<file path="config.mk">
export PLATFORM = sky130hd
export DESIGN_NAME = psu_front
export DESIGN_NICKNAME = d
export VERILOG_FILES = /design/src/sv/psu_pkg.sv /design/src/sv/psu_front.sv
export SDC_FILE = /design/constraint.sdc
export NUM_CORES = 1
export LEC_CHECK = 0
export ABC_AREA = 1
export BUFFER_PORTS_ARGS = -buffer_cell sky130_fd_sc_hd__clkbuf_2
export CORE_ASPECT_RATIO = 1.1
export CORE_MARGIN = 4
export CORE_UTILIZATION = 55
export DETAILED_ROUTE_END_ITERATION = 10
export PLACE_DENSITY = 0.8
export SLEW_MARGIN = 5
export SYNTH_ARGS = -nofsm -noshare
export SYNTH_HDL_FRONTEND = slang
export SYNTH_SLANG_ARGS = --single-unit
</file>
<file path="constraint.sdc">
create_clock -name clk -period 3.9 [get_ports clk]
set_clock_uncertainty 0.2 [all_clocks]
set_input_delay 0 -clock clk [delete_from_list [all_inputs] [get_ports clk]]
set_output_delay 0 -clock clk [all_outputs]
set_load 0.05 [all_outputs]
</file>
<file path="src/sv/psu_pkg.sv">
// Shared types, register indexes and filter helpers for the PNG scanline unfilter.
package psu_pkg;

  typedef enum logic [1:0] {
    REG_BPP    = 2'd0,
    REG_WIDTH  = 2'd1,
    REG_HEIGHT = 2'd2
  } reg_idx_t;

  typedef enum logic [2:0] {
    FILT_NONE  = 3'd0,
    FILT_SUB   = 3'd1,
    FILT_UP    = 3'd2,
    FILT_AVG   = 3'd3,
    FILT_PAETH = 3'd4,
    FILT_BAD   = 3'd5
  } filt_t;

  typedef struct packed {
    logic  first_row;
    logic  sol;
    filt_t filt;
    logic  row_end;
    logic  image_end;
  } item_flags_t;

  function automatic filt_t filt_decode(input logic [7:0] b);
    filt_t f;
    if (b <= 8'(FILT_PAETH)) f = filt_t'(b[2:0]);
    else f = FILT_BAD;
    return f;
  endfunction

  function automatic logic [9:0] abs10(input logic signed [9:0] v);
    logic [9:0] r;
    r = (v < 0) ? 10'(-v) : 10'(v);
    return r;
  endfunction

  function automatic logic [7:0] paeth(input logic [7:0] l, input logic [7:0] u,
                                       input logic [7:0] ul);
    logic signed [9:0] sl, su, sul;
    logic [9:0] dl, du, dul;
    logic [7:0] r;
    sl  = $signed({2'b00, l});
    su  = $signed({2'b00, u});
    sul = $signed({2'b00, ul});
    // distances of the estimate l+u-ul to each neighbour
    dl  = abs10(su - sul);
    du  = abs10(sl - sul);
    dul = abs10(sl + su - sul - sul);
    if (dl <= du && dl <= dul) r = l;
    else if (du <= dul) r = u;
    else r = ul;
    return r;
  endfunction

endpackage

</file>
<file path="src/sv/psu_front.sv">
// Front end: takes stream bytes, tracks filter bytes, columns and rows.
module psu_front #(
  parameter int MAX_ROW_BYTES = 16384
) (
  input  logic                                   clk,
  input  logic                                   rst_n,
  input  logic                                   in_valid,
  output logic                                   in_stall,
  input  logic [7:0]                             in_stream_byte,
  input  logic [$clog2(MAX_ROW_BYTES+1)-1:0]     row_len,
  input  logic [15:0]                            height,
  input  logic                                   q_full,
  output logic                                   q_push,
  output logic [7:0]                             q_byte,
  output logic [$clog2(MAX_ROW_BYTES)-1:0]       q_addr,
  output psu_pkg::item_flags_t                   q_flags
);
  import psu_pkg::*;

  localparam int LW = $clog2(MAX_ROW_BYTES + 1);
  localparam int AW = $clog2(MAX_ROW_BYTES);

  logic          awaiting_r, awaiting_nxt;
  logic          sol_r, sol_nxt;
  filt_t         filt_r, filt_nxt;
  logic [LW-1:0] col_r, col_nxt;
  logic [15:0]   row_r, row_nxt;

  logic          accept;
  logic [LW-1:0] col_inc;
  logic [15:0]   height_eff;
  logic          row_end, image_end;

  assign in_stall   = q_full;
  assign accept     = in_valid && !q_full;
  assign col_inc    = col_r + LW'(1);
  assign height_eff = (height == 16'd0) ? 16'd1 : height;
  assign row_end    = (col_inc >= row_len);
  assign image_end  = row_end && ((17'(row_r) + 17'd1) >= 17'(height_eff));

  assign q_push  = accept && !awaiting_r;
  assign q_byte  = in_stream_byte;
  assign q_addr  = col_r[AW-1:0];
  assign q_flags = '{first_row: (row_r == 16'd0), sol: sol_r, filt: filt_r,
                     row_end: row_end, image_end: image_end};

  always_comb begin
    awaiting_nxt = awaiting_r;
    sol_nxt      = sol_r;
    filt_nxt     = filt_r;
    col_nxt      = col_r;
    row_nxt      = row_r;
    if (accept) begin
      if (awaiting_r) begin
        filt_nxt     = filt_decode(in_stream_byte);
        awaiting_nxt = 1'b0;
        sol_nxt      = 1'b1;
        col_nxt      = '0;
      end else begin
        sol_nxt = 1'b0;
        col_nxt = col_inc;
        if (row_end) begin
          awaiting_nxt = 1'b1;
          col_nxt      = '0;
          row_nxt      = image_end ? 16'd0 : row_r + 16'd1;
        end
      end
    end
  end

  always_ff @(posedge clk) begin
    if (!rst_n) begin
      awaiting_r <= 1'b1;
      sol_r      <= 1'b1;
      filt_r     <= FILT_NONE;
      col_r      <= '0;
      row_r      <= '0;
    end else begin
      awaiting_r <= awaiting_nxt;
      sol_r      <= sol_nxt;
      filt_r     <= filt_nxt;
      col_r      <= col_nxt;
      row_r      <= row_nxt;
    end
  end

endmodule

</file>
==> qor.yml <==
setup_path:
  worst_path_dominant_cell_family: "simple AND/OR/NAND/NOR gates"
  crit_buf_inv: 1
  cp-end-kind: "flop"
  crit_path_max_fanout: 16
  critPathKind: "reg2reg"
  critical_path_arrival_ps: 3350
  path_cells: "ha_1 > nand4_1 > nor2_1 > nand3_1 > xor2_1 > ha_1 > nand2_2 > nor2_2 > inv_1 > nor2_1 > nand2_1 > nand3_4 > nand2_8 > nor2_4 > nand2_1 > a21oi_1"
  cp_slowest_stage_delay_ps: 440
  critPathLaunchType: "flop"
  required_ps: 3900
  reg2reg_slack_ps: 560
  cp_slowest_cell: "dfxtp_1"
global_route:
  track_usage: 0.223
  grt_pass1_wl_mm: 12.6
  grt_pass1_vias: 2893
  grt_start_max_net_pins: 23
  antenna_found_initial: 0
  grt.overflow.total: 0
floorplan:
  start_util: 0.580
  die_x_um: 80.6
  die-area_mm2: 0.00708
  std_cell_rows: 28
  die_h_um: 87.9
  io_pins: 74
  core_region_area_mm2: 0.00550
timing:
  clock.fmax_mhz: 299
  tightest_slew_ps: 774
  slew_violations: 0
  slew_headroom: 0.483
  finalSetupViolCount: 0
  fin_crit_sh: 0.857
  rsz0062_at_grt: "false"
  timing.final.crit_period_ps: 3340
  worst_slack_ps: 557
  fin_setup_tns_ps: 0
  fin_hold_ws_ps: 116
  finalHoldViolations: 0
power_and_ir_drop:
  fin_total_pwr_mw: 0.781
  p_leak_nw: 1.94
  peakVddDrop_v: 0.000181
  powerDensity_mw_per_mm2: 217
placement:
  gp_congestion: 0.888
  placed_area_mm2: 0.00341
  dp_hpwl_mm: 5.94
  place_inst: 593
  io_buffers: 73
  place_ws_ps: 547
final_layout:
  layout_common_cells: "nand2_1 (119), inv_1 (84), clkbuf_2 (73)"
  layout.nets: 612
  final_util: 0.655
  syn2layout_area_growth_pct: 12.9
  n_antenna_cell: 0
  final_cells: 611
  final_area_mm2: 0.00360
  final_common_cell: "nand2_1"
  drive_gt1_frac: 0.187
synth:
  netlist_instances: 479
  ys_warn_count: 0
  synthArstFlopShare: 0
  yosysTopAreaCellShare: 0.226
  synth_edf_count: 0
  yosys_register_bits: 36
  yosysSeqAreaShare: 0.226
  synth_area_mm2: 0.00319
  synth_ff_type: "dfxtp_1"
  yosys-top-cells-area: "dfxtp_1 (23%), nand2_1 (14%), ha_1 (13%)"
  ys_types: 34
  synth_nets: 556
  yosys.area.top_type: "dfxtp_1"
  synth_area_per_cell_um2: 6.66
route:
  vias_per_cell: 5.04
  drtPass1Iterations: 5
  wl_mm: 7.58
  post-route-drc-count: 0
  ant_nets: 0
  wl_per_cell_um: 12.4
  drt_iter0_markers: 134
  vias: 3081
cts:
  clkSinkCount: 36
  cts_buffers: 5
  cts_tree: "yes"
  cts-resized-gates: 0
  clock_path_buffers: 2
  cts_hold_buf: 10
  postCtsSetupBuffers: 0
  clk_pin_slew_worst_paths_ps: 80
  cts_root_buf: "clkbuf_8"
  h-tree-depth: 2
  clk_latency_ps: 290
run:
  cap_viol_max_count: 0
worst_hold_path:
  min_path_type: "in2out"
status:
  outcome: "finished clean"
-- per-layer routing --
layer,wire (um),vias to the layer above,track usage
met4,188,0,0.0891
met3,231,14,0.0288
met1,3100,1392,0.247
li1,-,1607,-
met2,4060,68,0.425
met5,0,-,0
-- where the power goes --
| group | total, mW | switching, mW | internal (mW) | leakage, nW |
|---|---|---|---|---|
| sequential | 0.373 | 0.00234 | 0.370 | 0.291 |
| combinational | 0.123 | 0.0801 | 0.0432 | 1.61 |
| clock | 0.285 | 0.141 | 0.144 | 0.0445 |
| total | 0.781 | 0.224 | 0.557 | 1.94 |
-- flip-flops by register name (all words and copies together), names as in the netlist --
| register | flops |
|---|---|
| row_r | 16 |
| col_r | 15 |
| filt_r | 3 |
| awaiting_r | 1 |
| sol_r | 1 |
-- Yosys cell counts (2+ instances only) --
master,count
nand3_1,24
nor2_2,2
nor4_1,5
a21oi_1,28
xor2_1,21
nand3_2,2
nand4_1,13
nor3_1,4
nor2_4,5
buf_2,3
nand2_1,119
buf_4,27
a22oi_1,3
inv_1,84
nor2_1,39
ha_1,34
nand2_2,4
o21ai_0,9
clkbuf_1,3
dfxtp_1,36
-- logic make-up after synthesis --
| group | share of synthesized area |
|---|---|
| adder cells (fa/ha/maj) | 0.133 |
| AND/OR/NAND/NOR | 0.318 |
| flip-flops | 0.226 |
| AO/OA/AOI/OAI | 0.0824 |
| buffers and inverters | 0.175 |
| XOR/XNOR | 0.0655 |
-- worst register-to-register path: stages, from the launching register on --
cell,delay (ps)
dfxtp_1,440
ha_1,250
nand4_1,210
nor2_1,230
nand3_1,130
xor2_1,180
ha_1,330
nand2_2,70
nor2_2,130
inv_1,50
nor2_1,90
nand2_1,90
nand3_4,140
nand2_8,110
nor2_4,350
nand2_1,90
a21oi_1,180
-- worst paths after layout --
kind	startpoint	endpoint	cells after the start
min reg2reg	sol_r	sol_r	2
min	in_stream_byte[5]	q_byte[5]	2
max	col_r[0]	row_r[12]	16
max reg2reg	col_r[0]	row_r[12]	16
-- area by class of cell --
cell class,instances,area (um^2)
inverters,85,319
fillers,526,1900
multi-input cells,324,1910
repair buffers,83,465
flip-flops and latches,36,721
well taps,75,93.8
clock inverters,1,7.51
clock buffers,7,86.3
No activity file was read; power rests on OpenSTA's default activity.
