<file path="src/sv/psu_fifo.sv">
// Two-entry queue between the front end and the reconstruction back end.
module psu_fifo #(
  parameter int DW = 8
) (
  input  logic          clk,
  input  logic          rst_n,
  input  logic          push,
  input  logic [DW-1:0] push_data,
  output logic          full,
  input  logic          pop,
  output logic          not_empty,
  output logic [DW-1:0] pop_data
);

  logic [DW-1:0] slot_r [2];
  logic          wr_ptr_r, wr_ptr_nxt;
  logic          rd_ptr_r, rd_ptr_nxt;
  logic [1:0]    count_r, count_nxt;

  assign full      = (count_r == 2'd2);
  assign not_empty = (count_r != 2'd0);
  assign pop_data  = slot_r[rd_ptr_r];

  always_comb begin
    wr_ptr_nxt = push ? !wr_ptr_r : wr_ptr_r;
    rd_ptr_nxt = pop ? !rd_ptr_r : rd_ptr_r;
    count_nxt  = count_r + 2'(push) - 2'(pop);
  end

  always_ff @(posedge clk) begin
    if (!rst_n) begin
      wr_ptr_r <= 1'b0;
      rd_ptr_r <= 1'b0;
      count_r  <= 2'd0;
    end else begin
      wr_ptr_r <= wr_ptr_nxt;
      rd_ptr_r <= rd_ptr_nxt;
      count_r  <= count_nxt;
    end
  end

  always_ff @(posedge clk) begin
    if (push) slot_r[wr_ptr_r] <= push_data;
  end

endmodule

</file>
<file path="config.mk">
export PLATFORM = sky130hd
export DESIGN_NAME = psu_fifo
export DESIGN_NICKNAME = d
export VERILOG_FILES = /design/src/sv/psu_fifo.sv
export SDC_FILE = /design/constraint.sdc
export NUM_CORES = 1
export LEC_CHECK = 0
export ABC_AREA = 1
export BUFFER_PORTS_ARGS = -buffer_cell sky130_fd_sc_hd__buf_2
export CORE_ASPECT_RATIO = 0.7
export CORE_MARGIN = 1
export CORE_UTILIZATION = 45
export CTS_CLUSTER_DIAMETER = 60
export DETAILED_ROUTE_END_ITERATION = 7
export GPL_TIMING_DRIVEN = 0
export PLACE_DENSITY_LB_ADDON = 0.1
export SLEW_MARGIN = 10
export SYNTH_ARGS = -nofsm -noshare
export SYNTH_HDL_FRONTEND = slang
export SYNTH_SLANG_ARGS = --single-unit
</file>
<file path="constraint.sdc">
create_clock -name clk -period 3.4 [get_ports clk]
set_input_delay 0.17 -clock clk [delete_from_list [all_inputs] [get_ports clk]]
set_output_delay 0.17 -clock clk [all_outputs]
set_load 0.01 [all_outputs]
</file>
==> out/metrics.cfg, run 1 <==
[status]
status = finished, final reports clean

[global_route]
grt_first_pass_wirelength_mm = 1.890
track_usage_pct = 14.55
grt_max_degree = 13
antenna_found_initial = 0
grt-ovfl-total = 0
grt_pass1_vias = 431

[cts]
ctsRootBufferMaster = clkbuf_4
postCtsSetupRepairBufs = 0
ctsHtreeMaxLevel = 1
post_cts_resized = 0
ctsLongestPathBuffers = 2
cts_tree = done
cts_sinks = 21
cts_buffers = 3
cts.clk_slew.worst_paths_ns = 0.11
insertion_delay_ns = 0.30
holdBufCountCts = 0

[sta]
finalSetupViolCount = 0
min_period_ns = 1.414
period_share_pct = 41.58
slew_violations = 0
slew-limit-headroom_pct = 51.58
skew_ns = 0.01335
rsz0062_at_grt = no
tns_ns = 0
hold_viol = 0
worst_pin_slew_ns = 0.7237
max_freq_mhz = 707.4

[setup_path]
cp-end-kind = output port
crit_type = reg -> out
rr_endpoint = slot_r[0][6]
r2r_setup_slack_ns = 2.14
start_kind = flip-flop
path_max_fanout = 8
rr_startpoint = wr_ptr_r
required_ns = 3.23
rr_worst_depth = 1
crit_arrival_ns = 1.24

[synth]
yosysTopAreaCell = edfxtp_1
synth_commonest_cells = edfxtp_1, nand2_1, mux2_4, nor2_1, inv_1
seq_area_frac_synth_pct = 69.36
ys_seq_elements = 21
netlist_area_um2 = 837.1
synth_edf_count = 16
yosysMostFrequentCell = edfxtp_1
synth_top_cell_area_share_pct = 57.40
ys_top_cells_by_area = edfxtp_1, mux2_4, dfxtp_1
syn_avg_cell_area_um2 = 14.43
synth_flop_cell = edfxtp_1
syn_nets = 72
async_flop_share_pct = 0
ys_types = 10
syn_inst = 58
yosysWarnings = 0

[die]
dieWidth_um = 53.55
core_mm2 = 0.001667
dieArea_mm2 = 0.002039
io_pins = 22
die_y_um = 38.09
num_rows = 12
start_util_pct = 50.23

[detailed_routing]
firstDrtPassIters = 4
wl_mm = 1.210
num_vias = 493
drt_iter0_markers = 6
wl_per_cell_um = 11.63
route.detailed.drc = 0
via_per_inst = 4.740
drtAntennaViolNets = 0

[worst_hold_path]
hold_path_startpoint = push_data[3]
worst_hold_path_type = in -> reg
whs_endpoint = slot_r[0][3]
hold_depth = 1

[flow_run]
maxCapViolations = 0

[power]
vdd_drop_max_uv = 343.3
power_density_mw_per_mm2 = 491.5
p_leak_nw = 0.4573

[final_layout]
syn_to_final_growth_pct = 18.98
drive_gt1_share_pct = 40.96
fin_util_pct = 59.76
antenna_cells = 0
fin_nets = 98

[place]
gp_congestion = 0.6640
place_hpwl_um = 899.8
port_buffers = 21

## metrics by stage
step / hold slack (ns) / setup slack, ns / power, mW / cells / area (um^2)
floorplan: 0.2635 / 2.314 / 0.3544 / 58 / 837.1
global placement: 0.3574 / 2.145 / 0.3801 / 100 / 968.4
finish: 0.05794 / 1.986 / 0.4895 / 104 / 996.0
CTS: 0.05439 / 1.983 / 0.4930 / 104 / 996.0
global route: 0.04666 / 1.933 / 0.5153 / 104 / 996.0
detailed placement: 0.3614 / 2.155 / 0.3843 / 100 / 968.4
## final cells by class
class	count	area (um^2)
Buffer	1	11.26
Clock buffer	3	22.52
Clock inverter	1	5.005
Fill cell	138	670.6
Inverter	7	26.28
Multi-Input combinational cell	29	219.0
Sequential cell	21	580.6
Tap cell	21	26.28
Timing Repair Buffer	21	105.1
## cells in the final DEF, fill, tap and decap left out, types with 2 or more instances in the layout
cell type	synthesis	layout
buf_2	0	21
edfxtp_1	16	16
nand2_1	9	9
mux2_4	8	8
nor2_1	8	8
inv_1	7	7
dfxtp_1	5	5
clkbuf_4	0	3
ha_1	2	2
## how the worst max path moves through the flow
| stage | from | to | slack (ns) |
|---|---|---|---|
| 2_1_floorplan | count_r[0] | count_r[0] | 2.31 |
| 5_1_grt | flip-flop | pop_data[5] | 1.93 |
| 3_5_place_dp | push | slot_r[0][3] | 2.16 |
| 4_1_cts | flip-flop | pop_data[1] | 1.98 |
| 6_report | flip-flop | pop_data[1] | 1.99 |
| 3_3_place_gp | push | slot_r[0][3] | 2.15 |
## worst max-delay path: stages (launching register included)
cell	delay, ns
dfxtp_1	0.34
buf_6	0.16
mux2_4	0.31
buf_2	0.14
## metal layers
layer / up-vias / global-route usage [%] / share of wire, %
li1: 246 / - / -
met1: 224 / 16.28 / 43
met2: 21 / 22.81 / 47
met3: 2 / 8.333 / 8.2
met4: 0 / 5.921 / 1.2
met5: - / 0 / 0
## where the power goes
part           internal (mW)  total [mW]  switching, mW
sequential             0.294       0.299        0.00562
clock                 0.0438       0.112         0.0681
combinational         0.0376      0.0782         0.0407
## state kept, by name, summed over array words and instances, names as in the netlist, named ones only
name and count:
count_r 2, wr_ptr_r 1, rd_ptr_r 1, slot_r 16
## cells by family (layout without fill, tap and decap cells)
kind of cell             count (synthesis)  count (layout)  share of synthesized area [%]
buffers and inverters                    8              33                          4.485
flip-flops                              21              21                          69.36
AO/OA/AOI/OAI                            1               1                         0.5973
adder cells (fa/ha/maj)                  2               2                          2.989
multiplexers                             8               8                          14.35
AND/OR/NAND/NOR                         18              18                          8.221
Note: power is estimated with default switching activity, not from simulation.
==> run 2, diff against run 1 <==
clock period = 1.39 ns   (was 3.4 ns; I/O delays follow)
==> out/metrics.cfg, run 2 (synthesized netlist as in run 1, its figures left out) <==
[status]
status = finished, final reports clean

[cts]
cts_buffers = 3  ; unchanged
ctsLongestPathBuffers = 2  ; unchanged
ctsRootBufferMaster = clkbuf_4
cts_tree = done
insertion_delay_ns = 0.30  ; about the same
ctsHtreeMaxLevel = 1  ; unchanged
cts_sinks = 21  ; unchanged
cts.clk_slew.worst_paths_ns = 0.11  ; about the same
postCtsSetupRepairBufs = 0  ; unchanged

[die]
dieArea_mm2 = 0.002039  ; unchanged
io_pins = 22  ; unchanged
die_y_um = 38.09  ; unchanged
num_rows = 12  ; unchanged
core_mm2 = 0.001667  ; unchanged
start_util_pct = 50.23  ; unchanged
dieWidth_um = 53.55  ; unchanged

[sta]
worst_pin_slew_ns = 0.7328  ; +0.009096 ns
hold_viol = 0  ; unchanged
holdWs_ns = 0.008891  ; -0.04905 ns
period_share_pct = 94.43
tns_ns = 0  ; unchanged
min_period_ns = 1.313
finalSetupViolCount = 0  ; unchanged
rsz0062_at_grt = no
slew-limit-headroom_pct = 50.97  ; -0.61 points
fin_ws_ns = 0.07740  ; -1.909 ns
slew_violations = 0  ; unchanged
skew_ns = 0.01259  ; -0.0007629 ns
max_freq_mhz = 761.8

[global_route]
use_met1_pct = 16.28  ; unchanged
grt-busiest-layer = met2
track_usage_pct = 14.99  ; +0.44 points
grt-ovfl-total = 0  ; unchanged
antenna_found_initial = 0  ; unchanged
grt_max_degree = 13  ; unchanged
grtUsageMet2_pct = 24.38  ; +1.6 points
grt_first_pass_wirelength_mm = 1.959  ; +3.7%
grt_pass1_vias = 463  ; +7.4%
grtUsageMet3_pct = 8.333  ; unchanged

[setup_path]
path_max_fanout = 8  ; unchanged
crit_path_max_incr_delay_ns = 0.34  ; about the same
required_ns = 1.32  ; -1.91 ns
cp_cell_sequence = buf_6 -> mux2_4 -> buf_2
cp-end-kind = output port
critPathBufInv = 2  ; unchanged
cpLargestDelayFamily = flip-flops
crit_type = reg -> out
critPathSlowestCell = dfxtp_1
crit_arrival_ns = 1.24  ; about the same
start_kind = flip-flop

[power]
power_mw = 1.214  ; +150%
vdd_drop_max_uv = 840.4  ; +140%
power_density_mw_per_mm2 = 1128  ; +130%
p_leak_nw = 0.4907  ; +7.3%

[final_layout]
seq_area_um2 = 580.6  ; unchanged
regMostFlops = slot_r
multi_input_area_um2 = 219.0  ; unchanged
fin_util_pct = 64.56  ; +4.8 points
antenna_cells = 0  ; unchanged
drive_gt1_share_pct = 37.36  ; -3.6 points
final_cell_mix = buf_2, edfxtp_1, nand2_1
reg_top3 = slot_r (16), count_r (2)
fin_nets = 106  ; +8.2%
largest_reg_flops = 16  ; unchanged
instances_no_fill = 112  ; +7.7%
design_area_mm2 = 0.001076  ; +8.0%
layout_commonest_cell = buf_2
n_fill_cell = 135  ; -2.2%
syn_to_final_growth_pct = 28.55

[detailed_routing]
wl_mm = 1.281  ; +5.9%
firstDrtPassIters = 4  ; unchanged
via_per_inst = 4.679  ; -1.3%
wl_per_cell_um = 11.44  ; -1.7%
num_vias = 524  ; +6.3%
drtAntennaViolNets = 0  ; unchanged
route.detailed.drc = 0  ; unchanged
drt_iter0_markers = 6  ; unchanged

[place]
place_hpwl_um = 899.8  ; unchanged
port_buffers = 21  ; unchanged
placed_cells = 100  ; unchanged
gp_congestion = 0.6640  ; unchanged
dpl-instance-area_um2 = 968.4  ; unchanged
dp_slack_ns = 0.1476  ; -2.007 ns

[flow_run]
maxCapViolations = 0  ; unchanged

[worst_hold_path]
worst_hold_path_type = in -> reg

-- run 2: tightest hold or removal path, delay by kind of cell --
family | cells | cell delay, ns
buffers and inverters | 2 | 0.17
AND/OR/NAND/NOR | 1 | 0.05
-- run 2: metal layers --
metal | part of all wire [%] | wire length, um | vias to the layer above
met5 | 0 | 0 | -
met4 | 1.2 | 15 | 0
met3 | 7.6 | 97 | 2
met2 | 48 | 611 | 21
met1 | 43 | 557 | 238
li1 | - | - | 263
-- run 2: power by group --
| part | switching, mW | internal (mW) |
|---|---|---|
| Clock | 0.166 | 0.107 |
| Sequential | 0.0137 | 0.719 |
| Combinational | 0.102 | 0.106 |
-- run 2: worst paths after layout --
check | startpoint | slack, ns | cells past startpoint | end
worst max-delay path | flip-flop | 0.08 | 3 | pop_data[1]
worst min-delay path | rst_n | 0.009 | 3 | count_r[0]
worst max register to register | wr_ptr_r | 0.12 | 1 | slot_r[0][7]
worst min register to register | wr_ptr_r | 0.51 | 2 | wr_ptr_r
-- run 2: repair_timing --
action	in CTS	in global routing
hold buffers	8	0
resized for setup	0	0
hold endpoints to repair	16	0
-- run 2: cell type report --
type                    count  area share [%]
multi-input cells          29           20.35
clock inverters             1          0.4651
well taps                  21           2.442
inverters                   7           2.442
clock buffers               3           2.093
flip-flops and latches     21           53.95
repair buffers             29           17.21
plain buffers               1           1.047
